File: config.mk
export PLATFORM = sky130hd
export DESIGN_NAME = adc_round_robin_average_scale
export DESIGN_NICKNAME = d
export VERILOG_FILES = /design/src/rtl/arras_pkg.sv /design/src/rtl/adc_round_robin_average_scale.sv /design/src/rtl/arras_scale.sv
export SDC_FILE = /design/constraint.sdc
export NUM_CORES = 1
export LEC_CHECK = 0
export BUFFER_PORTS_ARGS = -buffer_cell sky130_fd_sc_hd__buf_4
export CELL_PAD_IN_SITES_DETAIL_PLACEMENT = 1
export CELL_PAD_IN_SITES_GLOBAL_PLACEMENT = 1
export CORE_MARGIN = 2
export CORE_UTILIZATION = 44
export CTS_CLUSTER_SIZE = 16
export DETAILED_ROUTE_END_ITERATION = 8
export GPL_TIMING_DRIVEN = 0
export PLACE_DENSITY = 0.78
export SYNTH_ARGS = -nofsm -noshare
export SYNTH_HDL_FRONTEND = slang
export SYNTH_SLANG_ARGS = --single-unit
File: constraint.sdc
create_clock -name clk_i -period 6.33 [get_ports clk_i]
set_input_delay 0.9495 -clock clk_i [delete_from_list [all_inputs] [get_ports clk_i]]
set_output_delay 0.9495 -clock clk_i [all_outputs]
set_load 0.02 [all_outputs]
File: src/rtl/arras_pkg.sv
// ----------------------------------------------------------------------------
// ADC round-robin average and scale: shared definitions
// Channel codes, register indexes, widths, scaling constants and the
// structures passed between the front end and the scaler.
// ----------------------------------------------------------------------------
`default_nettype none

package arras_pkg;

  localparam int ADC_W      = 10;
  localparam int VALUE_W    = 14;
  localparam int SETTLE_W   = 16;
  localparam int CFG_DATA_W = 16;
  localparam int CFG_ADDR_W = 2;
  localparam int S_TDATA_W  = 16;
  localparam int M_TDATA_W  = 16;
  localparam int M_TUSER_W  = 2;

  localparam int BLOCK_LEN_DEF = 16;

  // register reset values
  localparam int SETTLE_LIMIT_RST   = 6250;
  localparam int BATTERY_OFFSET_RST = -13;
  localparam int CURRENT_ZERO_RST   = 512;
  localparam int TEMP_OFFSET_RST    = 82;

  // battery: max(avg + offset, 0) * 50 >> 8
  localparam int BAT_MUL   = 50;
  localparam int BAT_SHIFT = 8;

  // current: a * 200 / 410, done as a * ceil(200 * 2^16 / 410) >> 16,
  // exact for every ten-bit a
  localparam int CUR_NUM   = 200;
  localparam int CUR_DEN   = 410;
  localparam int CUR_SHIFT = 16;
  localparam int CUR_MUL   = (CUR_NUM * (2 ** CUR_SHIFT) + CUR_DEN - 1) / CUR_DEN;

  // temperature: ((avg * 1100 >> 10) - offset - 289) * 10
  localparam int TEMP_MUL     = 1100;
  localparam int TEMP_SHIFT   = 10;
  localparam int TEMP_BIAS_MV = 289;
  localparam int TEMP_MV_W    = 11;

  localparam int MUL_A_W = ADC_W + 1;
  localparam int MUL_K_W = 15;
  localparam int MUL_P_W = MUL_A_W + MUL_K_W;

  typedef enum logic [1:0] {
    CH_BATTERY,
    CH_CURRENT,
    CH_TEMP
  } chan_e;

  typedef enum logic [CFG_ADDR_W-1:0] {
    CFG_SETTLE_LIMIT,
    CFG_BATTERY_OFFSET,
    CFG_CURRENT_ZERO,
    CFG_TEMP_OFFSET
  } cfg_reg_e;

  typedef struct packed {
    chan_e channel;
    logic  settle_started;
  } blk_info_t;

  typedef struct packed {
    logic [7:0]       battery_offset;
    logic [ADC_W-1:0] current_zero;
    logic [7:0]       temp_offset_mv;
  } scale_cfg_t;

endpackage

`default_nettype wire

File: src/rtl/adc_round_robin_average_scale.sv
// ----------------------------------------------------------------------------
// ADC round-robin average and scale
// Averages blocks of ADC samples for battery, current and temperature in turn,
// with a settle wait after current and temperature blocks; emits scaled results.
// ----------------------------------------------------------------------------
//  channel   dir  handshake                    payload
//  s_axis    in   s_axis_tvalid/tready         tdata[9:0] sample
//  m_axis    out  m_axis_tvalid/tready         tdata[13:0] value, [14] settle_started
//                                              tuser[1:0] channel
//  cfg       in   cfg_we_i (no wait)           cfg_addr_i index, cfg_wdata_i data
//
//  One sample per clock while s_axis_tready is high. A block result reaches
//  m_axis through the divide, multiply and scale stages behind the register
//  that takes the block sum at the edge that accepts the block's last sample.
//  Reset loads register defaults and clears counters; no clearing pass.
//  s_axis_tready drops only while the scaler's first stage holds a block
//  sum that cannot advance because m_axis_tready is low.
// ----------------------------------------------------------------------------
`default_nettype none

module adc_round_robin_average_scale
  import arras_pkg::*;
#(
  parameter int BLOCK_LEN = BLOCK_LEN_DEF
) (
  input  wire logic                  clk_i,
  input  wire logic                  rst_ni,
  input  wire logic                  s_axis_tvalid,
  output logic                       s_axis_tready,
  input  wire logic [S_TDATA_W-1:0]  s_axis_tdata,  // [9:0] sample
  output logic                       m_axis_tvalid,
  input  wire logic                  m_axis_tready,
  output logic [M_TDATA_W-1:0]       m_axis_tdata,  // [13:0] value, [14] settle_started
  output logic [M_TUSER_W-1:0]       m_axis_tuser,  // [1:0] channel
  input  wire logic                  cfg_we_i,
  input  wire logic [CFG_ADDR_W-1:0] cfg_addr_i,
  input  wire logic [CFG_DATA_W-1:0] cfg_wdata_i
);

  localparam int SUM_W = $clog2(((2 ** ADC_W) - 1) * (BLOCK_LEN - 1) + 1);
  localparam int BC_W  = $clog2(BLOCK_LEN);

  logic [SETTLE_W-1:0] settle_limit_q;
  logic [7:0]          battery_offset_q;
  logic [ADC_W-1:0]    current_zero_q;
  logic [7:0]          temp_offset_q;

  logic [BC_W-1:0]     bc_q, bc_d;
  logic [SUM_W-1:0]    sum_q, sum_d, sum_add;
  chan_e               ch_q, ch_d, ch_next;
  logic [SETTLE_W-1:0] settle_q, settle_d;

  logic                accept, settle_hold, blk_last, blk_valid, blk_ready;
  logic [ADC_W-1:0]    sample;
  blk_info_t           blk_info, res_info;
  scale_cfg_t          scale_cfg;
  logic [VALUE_W-1:0]  res_value;

  // configuration registers
  always_ff @(posedge clk_i or negedge rst_ni) begin
    if (!rst_ni) begin
      settle_limit_q   <= SETTLE_W'(SETTLE_LIMIT_RST);
      battery_offset_q <= 8'(BATTERY_OFFSET_RST);
      current_zero_q   <= ADC_W'(CURRENT_ZERO_RST);
      temp_offset_q    <= 8'(TEMP_OFFSET_RST);
    end else if (cfg_we_i) begin
      unique case (cfg_reg_e'(cfg_addr_i))
        CFG_SETTLE_LIMIT:   settle_limit_q   <= cfg_wdata_i[SETTLE_W-1:0];
        CFG_BATTERY_OFFSET: battery_offset_q <= cfg_wdata_i[7:0];
        CFG_CURRENT_ZERO:   current_zero_q   <= cfg_wdata_i[ADC_W-1:0];
        CFG_TEMP_OFFSET:    temp_offset_q    <= cfg_wdata_i[7:0];
        default: ;
      endcase
    end
  end

  assign sample        = s_axis_tdata[ADC_W-1:0];
  assign s_axis_tready = blk_ready;
  assign accept        = s_axis_tvalid && s_axis_tready;
  assign settle_hold   = (settle_q != '0) && (settle_q < settle_limit_q);
  assign blk_last      = (bc_q == BC_W'(BLOCK_LEN - 1));
  assign blk_valid     = accept && !settle_hold && blk_last;
  // first item of a block is dropped
  assign sum_add       = (bc_q != '0) ? sum_q + SUM_W'(sample) : sum_q;

  always_comb begin
    unique case (ch_q)
      CH_BATTERY: ch_next = CH_CURRENT;
      CH_CURRENT: ch_next = CH_TEMP;
      default:    ch_next = CH_BATTERY;
    endcase
  end

  assign blk_info.channel        = ch_q;
  assign blk_info.settle_started = (ch_q != CH_BATTERY);

  always_comb begin
    bc_d     = bc_q;
    sum_d    = sum_q;
    ch_d     = ch_q;
    settle_d = settle_q;
    if (accept) begin
      if (settle_hold) begin
        settle_d = settle_q + SETTLE_W'(1);
      end else if (blk_last) begin
        bc_d     = '0;
        sum_d    = '0;
        ch_d     = ch_next;
        settle_d = SETTLE_W'(blk_info.settle_started);
      end else begin
        settle_d = '0;
        bc_d     = bc_q + BC_W'(1);
        sum_d    = sum_add;
      end
    end
  end

  always_ff @(posedge clk_i or negedge rst_ni) begin
    if (!rst_ni) begin
      bc_q     <= '0;
      sum_q    <= '0;
      ch_q     <= CH_BATTERY;
      settle_q <= '0;
    end else begin
      bc_q     <= bc_d;
      sum_q    <= sum_d;
      ch_q     <= ch_d;
      settle_q <= settle_d;
    end
  end

  assign scale_cfg.battery_offset = battery_offset_q;
  assign scale_cfg.current_zero   = current_zero_q;
  assign scale_cfg.temp_offset_mv = temp_offset_q;

  arras_scale #(
    .BLOCK_LEN (BLOCK_LEN)
  ) u_scale (
    .clk_i       (clk_i),
    .rst_ni      (rst_ni),
    .cfg_i       (scale_cfg),
    .in_valid_i  (blk_valid),
    .in_ready_o  (blk_ready),
    .in_sum_i    (sum_add),
    .in_info_i   (blk_info),
    .out_valid_o (m_axis_tvalid),
    .out_ready_i (m_axis_tready),
    .out_value_o (res_value),
    .out_info_o  (res_info)
  );

  assign m_axis_tdata = {{(M_TDATA_W - VALUE_W - 1){1'b0}}, res_info.settle_started,
                         res_value};
  assign m_axis_tuser = res_info.channel;

`ifndef SYNTHESIS
  a_settle_empty: assert property (@(posedge clk_i) disable iff (!rst_ni)
    (settle_q != '0) |-> (bc_q == '0) && (sum_q == '0))
    else $error("settle wait active with a partial block");

  a_blk_settle: assert property (@(posedge clk_i) disable iff (!rst_ni)
    blk_valid |=> ((settle_q != '0) == ($past(ch_q) != CH_BATTERY)))
    else $error("settle wait start does not follow the channel");

  a_blk_step: assert property (@(posedge clk_i) disable iff (!rst_ni)
    blk_valid |=> (ch_q != $past(ch_q)) && (bc_q == '0) && (sum_q == '0))
    else $error("block end did not step the channel");
`endif

endmodule

`default_nettype wire

File: src/rtl/arras_scale.sv
// ----------------------------------------------------------------------------
// ADC round-robin average and scale: block scaler
// Pipeline from a finished block sum to one scaled result: reciprocal
// divide, channel multiply, shift and offset, output register.
// ----------------------------------------------------------------------------
`default_nettype none

module arras_scale
  import arras_pkg::*;
#(
  parameter int BLOCK_LEN = BLOCK_LEN_DEF,
  localparam int SUM_W = $clog2(((2 ** ADC_W) - 1) * (BLOCK_LEN - 1) + 1)
) (
  input  wire logic             clk_i,
  input  wire logic             rst_ni,
  input  wire scale_cfg_t       cfg_i,
  input  wire logic             in_valid_i,
  output logic                  in_ready_o,
  input  wire logic [SUM_W-1:0] in_sum_i,
  input  wire blk_info_t        in_info_i,
  output logic                  out_valid_o,
  input  wire logic             out_ready_i,
  output logic [VALUE_W-1:0]    out_value_o,
  output blk_info_t             out_info_o
);

  // sum / DIV as sum * ceil(2^S / DIV) >> S, exact while sum < 2^SUM_W
  localparam int DIV         = BLOCK_LEN - 1;
  localparam int RECIP_SHIFT = SUM_W + $clog2(DIV);
  localparam int RECIP_M     = ((2 ** RECIP_SHIFT) + DIV - 1) / DIV;
  localparam int RECIP_W     = $clog2(RECIP_M + 1);
  localparam int PROD_W      = SUM_W + RECIP_W;

  logic                 s1_v_q, s2_v_q, s3_v_q, out_v_q;
  logic                 s1_ready, s2_ready, s3_ready, out_ready;
  logic [SUM_W-1:0]     s1_sum_q;
  blk_info_t            s1_info_q, s2_info_q, s3_info_q, out_info_q;
  logic [PROD_W-1:0]    div_prod;
  logic [ADC_W-1:0]     s2_avg_q;
  logic signed [11:0]   bat_sum;
  logic [MUL_A_W-1:0]   mul_a;
  logic [MUL_K_W-1:0]   mul_k;
  logic [MUL_P_W-1:0]   s3_prod_q;
  logic [TEMP_MV_W-1:0] temp_mv;
  logic signed [15:0]   temp_tenths;
  logic signed [15:0]   temp_scaled;
  logic [VALUE_W-1:0]   value_d, out_value_q;

  assign out_ready  = !out_v_q || out_ready_i;
  assign s3_ready   = !s3_v_q || out_ready;
  assign s2_ready   = !s2_v_q || s3_ready;
  assign s1_ready   = !s1_v_q || s2_ready;
  assign in_ready_o = s1_ready;

  always_ff @(posedge clk_i or negedge rst_ni) begin
    if (!rst_ni) begin
      s1_v_q  <= 1'b0;
      s2_v_q  <= 1'b0;
      s3_v_q  <= 1'b0;
      out_v_q <= 1'b0;
    end else begin
      if (s1_ready) s1_v_q <= in_valid_i;
      if (s2_ready) s2_v_q <= s1_v_q;
      if (s3_ready) s3_v_q <= s2_v_q;
      if (out_ready) out_v_q <= s3_v_q;
    end
  end

  // stage 2: block average
  assign div_prod = PROD_W'(s1_sum_q) * PROD_W'(RECIP_M);

  // stage 3: channel operand and constant, one shared multiplier
  assign bat_sum = $signed({2'b00, s2_avg_q})
                 + $signed({{4{cfg_i.battery_offset[7]}}, cfg_i.battery_offset});

  always_comb begin
    unique case (s2_info_q.channel)
      CH_BATTERY: begin
        mul_a = bat_sum[11] ? '0 : bat_sum[MUL_A_W-1:0];
        mul_k = MUL_K_W'(BAT_MUL);
      end
      CH_CURRENT: begin
        mul_a = (s2_avg_q > cfg_i.current_zero) ?
                MUL_A_W'(s2_avg_q - cfg_i.current_zero) : '0;
        mul_k = MUL_K_W'(CUR_MUL);
      end
      default: begin
        mul_a = MUL_A_W'(s2_avg_q);
        mul_k = MUL_K_W'(TEMP_MUL);
      end
    endcase
  end

  // stage 4: shift, temperature offset and times ten
  assign temp_mv     = s3_prod_q[TEMP_SHIFT +: TEMP_MV_W];
  assign temp_tenths = $signed(16'(temp_mv)) - $signed(16'(cfg_i.temp_offset_mv))
                     - $signed(16'(TEMP_BIAS_MV));
  assign temp_scaled = (temp_tenths <<< 3) + (temp_tenths <<< 1);

  always_comb begin
    unique case (s3_info_q.channel)
      CH_BATTERY: value_d = VALUE_W'(s3_prod_q >> BAT_SHIFT);
      CH_CURRENT: value_d = VALUE_W'(s3_prod_q >> CUR_SHIFT);
      default:    value_d = temp_scaled[VALUE_W-1:0];
    endcase
  end

  always_ff @(posedge clk_i) begin
    if (s1_ready && in_valid_i) begin
      s1_sum_q  <= in_sum_i;
      s1_info_q <= in_info_i;
    end
    if (s2_ready && s1_v_q) begin
      s2_avg_q  <= div_prod[RECIP_SHIFT +: ADC_W];
      s2_info_q <= s1_info_q;
    end
    if (s3_ready && s2_v_q) begin
      s3_prod_q <= MUL_P_W'(mul_a) * MUL_P_W'(mul_k);
      s3_info_q <= s2_info_q;
    end
    if (out_ready && s3_v_q) begin
      out_value_q <= value_d;
      out_info_q  <= s3_info_q;
    end
  end

  assign out_valid_o = out_v_q;
  assign out_value_o = out_value_q;
  assign out_info_o  = out_info_q;

`ifndef SYNTHESIS
  a_bat_no_settle: assert property (@(posedge clk_i) disable iff (!rst_ni)
    out_v_q && (out_info_q.channel == CH_BATTERY) |-> !out_info_q.settle_started)
    else $error("battery result flags a settle wait");

  a_nonneg: assert property (@(posedge clk_i) disable iff (!rst_ni)
    out_v_q && (out_info_q.channel != CH_TEMP) |-> !out_value_q[VALUE_W-1])
    else $error("battery or current result is negative");

  a_s1_hold: assert property (@(posedge clk_i) disable iff (!rst_ni)
    s1_v_q && !s2_ready |=> s1_v_q && $stable(s1_sum_q))
    else $error("stalled block sum lost");
`endif

endmodule

`default_nettype wire
After elaboration in Yosys (flattened, before gate mapping)
Index checks and enable logic that the tools add are counted.
{"block": "classes", "addsub": 8, "mul": 2, "order_cmp": 2, "eq_ne": 7, "muxes": 11, "bitwise_logic": 1, "reduce_logical": 30}
{"operator": "15-bit one-hot mux with 2 select lines", "count": 1}
{"operator": "14-bit by 15-bit multiplier with 28-bit output, second input constant", "count": 1}
{"operator": "14-bit 2-to-1 mux", "count": 2}
{"operator": "14-bit one-hot mux with 2 select lines", "count": 1}
{"operator": "11-bit by 15-bit multiplier with 26-bit output", "count": 1}
{"operator": "11-bit 2-to-1 mux", "count": 2}
{"operator": "11-bit one-hot mux with 2 select lines", "count": 1}
{"operator": "16-bit by 1-bit adder with 16-bit output, second input constant", "count": 1}
{"operator": "16-bit < comparator", "count": 1}
{"operator": "16-bit 2-to-1 mux", "count": 1}
{"operator": "16-bit nonzero test", "count": 1}
{"operator": "14-bit by 10-bit adder with 14-bit output", "count": 1}
{"operator": "14-bit adder", "count": 1}
{"operator": "12-bit by 10-bit subtractor with 13-bit output, second input constant", "count": 1}
{"operator": "11-bit by 8-bit adder with 12-bit output", "count": 1}
{"operator": "11-bit by 8-bit subtractor with 12-bit output", "count": 1}
{"operator": "10-bit by 10-bit subtractor with 11-bit output", "count": 1}
{"operator": "10-bit > comparator", "count": 1}
{"operator": "2-bit AND reduction", "count": 5}
{"operator": "2-bit by 1-bit == test with 1-bit output, second input constant", "count": 4}
{"operator": "1-bit logical AND", "count": 8}
{"operator": "2-bit logical NOT", "count": 4}
{"operator": "1-bit logical NOT", "count": 5}
{"operator": "4-bit by 1-bit adder with 4-bit output, second input constant", "count": 1}
{"operator": "other kinds (10)", "count": 14}
{"block": "totals", "register_bits": 158, "inputBits": 39}

Longest topological paths before layout
{"block": "depth", "word_depth": 9, "mapped_depth": 28, "ltp_nobuf": 28}

Modules after synthesis
From an unflattened synthesis, not the netlist that was laid out.
{"block": "hier_totals", "cells_unflattened": 1467, "area_unflattened_um2": 14904.3}
{"mod": "arras_scale", "n_inst": 1, "cells_per_inst": 1053, "area_each_um2": 10628.9, "seq_area_each_um2": 2142.1}
{"mod": "adc_round_robin_average_scale", "n_inst": 1, "cells_per_inst": 414, "area_each_um2": 4275.4, "seq_area_each_um2": 1971.9}

Least setup slack after synthesis
No wires, ideal clock.
{"block": "synth_timing", "path_type": "reg-to-reg", "start": "reg u_scale.s2_avg_q[0]", "end": "reg u_scale.s3_prod_q[19] (data pin)", "t_arrival_ns": 6.755, "required_time_ns": 6.065, "setup_slack_ns": -0.690, "stages_incl_launch_ff": 27, "path_buffers": 0, "path_cell_list": "edfxtp_1 inv_1 ha_1 inv_1 fa_1 a21o_1 a21oi_1 o21bai_1 a2111o_1 a31o_2 a211o_1 and2_1 fa_1 inv_1 fa_1 fa_1 fa_1 inv_1 fa_1 inv_1 ha_1 nor3_1 a211o_1 a21oi_1 a21oi_1 o21ai_0 xor2_1"}
{"block": "synth_between", "elab_chain_cells": 4}
{"item": "start: declaration", "line_no": "arras_scale.sv:39", "rtl": "logic [ADC_W-1:0] s2_avg_q;"}
{"item": "start signal: assignment", "line_no": "arras_scale.sv:114", "rtl": "s2_avg_q <= div_prod[RECIP_SHIFT +: ADC_W];"}
{"item": "11-bit by 8-bit adder with 12-bit output (tied with other cells)", "line_no": "arras_scale.sv:74", "rtl": "+ $signed({{4{cfg_i.battery_offset[7]}}, cfg_i.battery_offset});"}
{"item": "11-bit 2-to-1 mux (on tied branches)", "line_no": "arras_scale.sv:79, arras_scale.sv:83"}
{"item": "11-bit one-hot mux with 2 select lines *", "line_no": "arras_scale.sv:77", "rtl": "unique case (s2_info_q.channel)"}
{"item": "11-bit by 15-bit multiplier with 26-bit output *", "line_no": "arras_scale.sv:118", "rtl": "s3_prod_q <= MUL_P_W'(mul_a) * MUL_P_W'(mul_k);"}
{"item": "end signal: assignment", "line_no": "arras_scale.sv:118"}
{"item": "end: declaration", "line_no": "arras_scale.sv:43", "rtl": "logic [MUL_P_W-1:0] s3_prod_q;"}
Every way passes the cells marked *; elsewhere a longest branch is shown, timed or not.
A chain may end at the register's enable or synchronous reset.

Worst setup path after layout
{"block": "layout_timing", "start": "reg u_scale.s2_avg_q[0]", "end": "reg u_scale.s3_prod_q[24] (data pin)"}
The elaborated chain is that of the path after synthesis.

==> run metrics <==
endpoints failing hold=0; Worst-Margin Slew=1.09 ns; DRC errors left=0; num rows=67; Crit-path slowest cell=fa_1; Fin Clk Skew=0.0122 ns; status=complete, but fails checks; YS warnings=0; P_leak=between 8 and 9 nW; GRT Resource Usage Total=22.5%; Worst slew margin=27.2%; EDFF count, synth=68; failing checks=negative setup slack; hold slack final=roughly 0.43 ns; Final Power=5.67 mW; share of layout cells above drive strength 1=15.3%; CP Capture Type=flip-flop; remaining antenna violation count=0; largest net degree at the start of global routing=83; DP HPWL=31.2 mm; Clock Path Buffers=2; critical path type=flip-flop to flip-flop; Util after Layout=between 50% and 60%; Yosys reg bits=150; Max Clock Freq=143 MHz; die width=188 um; Layout Nets=1,980; first drt pass iteration count=5; sequential-to-total area share from yosys stat=between 20 and 30%; Hold WC Path Type=flip-flop to flip-flop; Post-Synthesis Cells=1,495; Skew-Pair Late Insertion Delay=0.45 ns; # fillers=3,732; max-cap violations=0; Reg clk slew, reported paths=around 0.070 ns; pwr dens=332 nW/um^2; syn_area_per_cell=9.96 sq um; predominant post-synthesis flop cell=edfxtp_1; unrepaired setup endpoints after global routing=true; via count=11,200; RePlAce Congestion=0.855; commonest cells after routing, fill and taps aside=inv_1 (244), ha_1 (222), fa_1 (106), nand2_1 (101), buf_4 (82); clock root cell=clkbuf_16; distinct cell type count after synthesis=74; cell area after placement=16,000 sq um; antenna violations before repair=1; Synth async-reset ratio=54.7%; # H-tree levels=4; routed vias/inst=about 5.5; wire per inst=19.5 um; Num Clock Sinks=150; Max IR drop VDD=0.202 mV; Syn Nets=between 1,500 and 2,000; WP data arrival=7.19 ns; fin cells=roughly 2,000; Final Cycle Share=111%; CTS tree=built; most common cell after layout, fill and taps aside=inv_1; core box area=33,400 sq um; TritonCTS Buffers=17; Starting Density=44.5%; Slew Limit Fails=0; CP required=6.50 ns; DRT Wirelength=40.0 mm; count of input and output buffers=51; area grow syn2layout=14.7%; die height=188 um; vias in the first global route=about 12,000; I/O pin count=59; slowest cell delay on critical path=between 0.5 and 0.6 ns; Ant. Diodes=0; setup TNS=-7.25 ns; # setup viols final=15; iteration-0 DRC count of the detailed router=414; CP Max Fanout=3; CP startpoint kind=flip-flop; cell area after layout=17,100 sq um; most numerous cell on the critical path=inv_2; die area=35,300 sq um; first-pass GRT wire length=between 60 and 70 mm; slack of the critical path=-0.684 ns; Netlist Area Pre-Place=14,900 sq um; gr ovfl total=0; worst slack, placed=-1.06 ns; Cells after DPL=1,995; fin crit period=7.01 ns
[report_power, final]
group / switching, mW / internal [mW]
registers: 0.122 / 1.26
logic: 1.82 / 1.40
clock network: 0.479 / 0.584
total: 2.42 / 3.24
[kinds of logic after synthesis]
group / Yosys count / synth area share [%]
DFF: 150 / 27.6
AOI/OAI and AO/OA: 264 / 11.8
xor gates and xnor gates: 81 / 4.76
other: 1 / 0.0252
adders and majority gates: 346 / 34.7
muxes: 43 / 3.15
and+or+nand+nor: 331 / 10.9
buffers and inverters: 279 / 7.06
[synth_stat cells, types with 13 or more instances]
cell type / instances / area (sq um)
a21o_1: 23 / 173
a21oi_1: 53 / 265
and2_1: 18 / 113
clkbuf_1: 23 / 86.3
dfrtp_1: 66 / 1650
dfstp_2: 16 / 420
edfxtp_1: 68 / 2040
fa_1: 112 / 2240
ha_1: 233 / 2920
inv_1: 253 / 950
mux2_2: 31 / 349
nand2_1: 107 / 402
nand2b_1: 14 / 87.6
nand3_1: 25 / 125
nand4_1: 13 / 81.3
nor2_1: 62 / 233
nor2b_1: 15 / 93.8
nor3_1: 27 / 135
o21a_1: 15 / 113
o21ai_0: 79 / 395
xnor2_1: 51 / 447
xor2_1: 30 / 263
[final timing paths]
check                      slack [ns]                  from  depth (start not counted)                    end
max in group asynchronous        4.91                rst_ni                          1               sum_q[9]
max reg2reg                     -0.68   u_scale.s2_avg_q[0]                         26  u_scale.s3_prod_q[24]
min in group asynchronous        0.67                rst_ni                          1               sum_q[3]
min reg2reg                      0.43  u_scale.s3_info_q[0]                          0  u_scale.out_info_o[0]
min                              0.43  u_scale.s3_info_q[0]                          0  u_scale.out_info_o[0]
max                             -0.68   u_scale.s2_avg_q[0]                         26  u_scale.s3_prod_q[24]
[repair_timing]
item / 4_1_cts / 5_1_grt
hold buffers: 0 / 0
buffers inserted: 15 / 15
gates resized for setup: 30 / 38
setup endpoints to repair: 15 / 15
endpoints found under the hold margin: 0 / 0
pin swaps: 26 / 39
[sequential cells by signal, summed over array words and instances, names as in the netlist, 2 cells and up]
| register | flops |
|---|---|
| battery_offset_q | 8 |
| bc_q | 4 |
| ch_q | 2 |
| current_zero_q | 10 |
| settle_limit_q | 16 |
| settle_q | 16 |
| sum_q | 14 |
| temp_offset_q | 8 |
| u_scale.out_info_o | 3 |
| u_scale.out_value_o | 14 |
| u_scale.s1_info_q | 3 |
| u_scale.s1_sum_q | 14 |
| u_scale.s2_avg_q | 10 |
| u_scale.s2_info_q | 3 |
| u_scale.s3_info_q | 3 |
| u_scale.s3_prod_q | 18 |
[critical path: cells and delay by family (launching register included)]
family          cells  cell delay (ns)
buf+inv             5             0.28
simple gates        3             0.30
fa+ha+maj           8             3.38
flops               1             0.43
compound gates      9             2.18
xor+xnor            1             0.18
[per-layer routing]
metal / vias up / GRT usage (%) / share of wire (%)
li1: 5307 / - / -
met1: 5682 / 25.6 / 41
met2: 170 / 41.9 / 53
met3: 72 / 3.67 / 2.6
met4: 2 / 8.66 / 3.3
met5: - / 0 / 0.040
[final cells by class]
class	count	area (sq um)	area share (%)
multi-input combinational	1066	10100	59.3
timing repair buffer	82	619	3.63
sequential	150	4110	24.1
tap	448	561	3.28
clock inverter	14	153	0.894
buffer	26	109	0.637
inverter	253	950	5.56
clock buffer	18	450	2.64
Note: power is estimated with default switching activity, not from simulation.
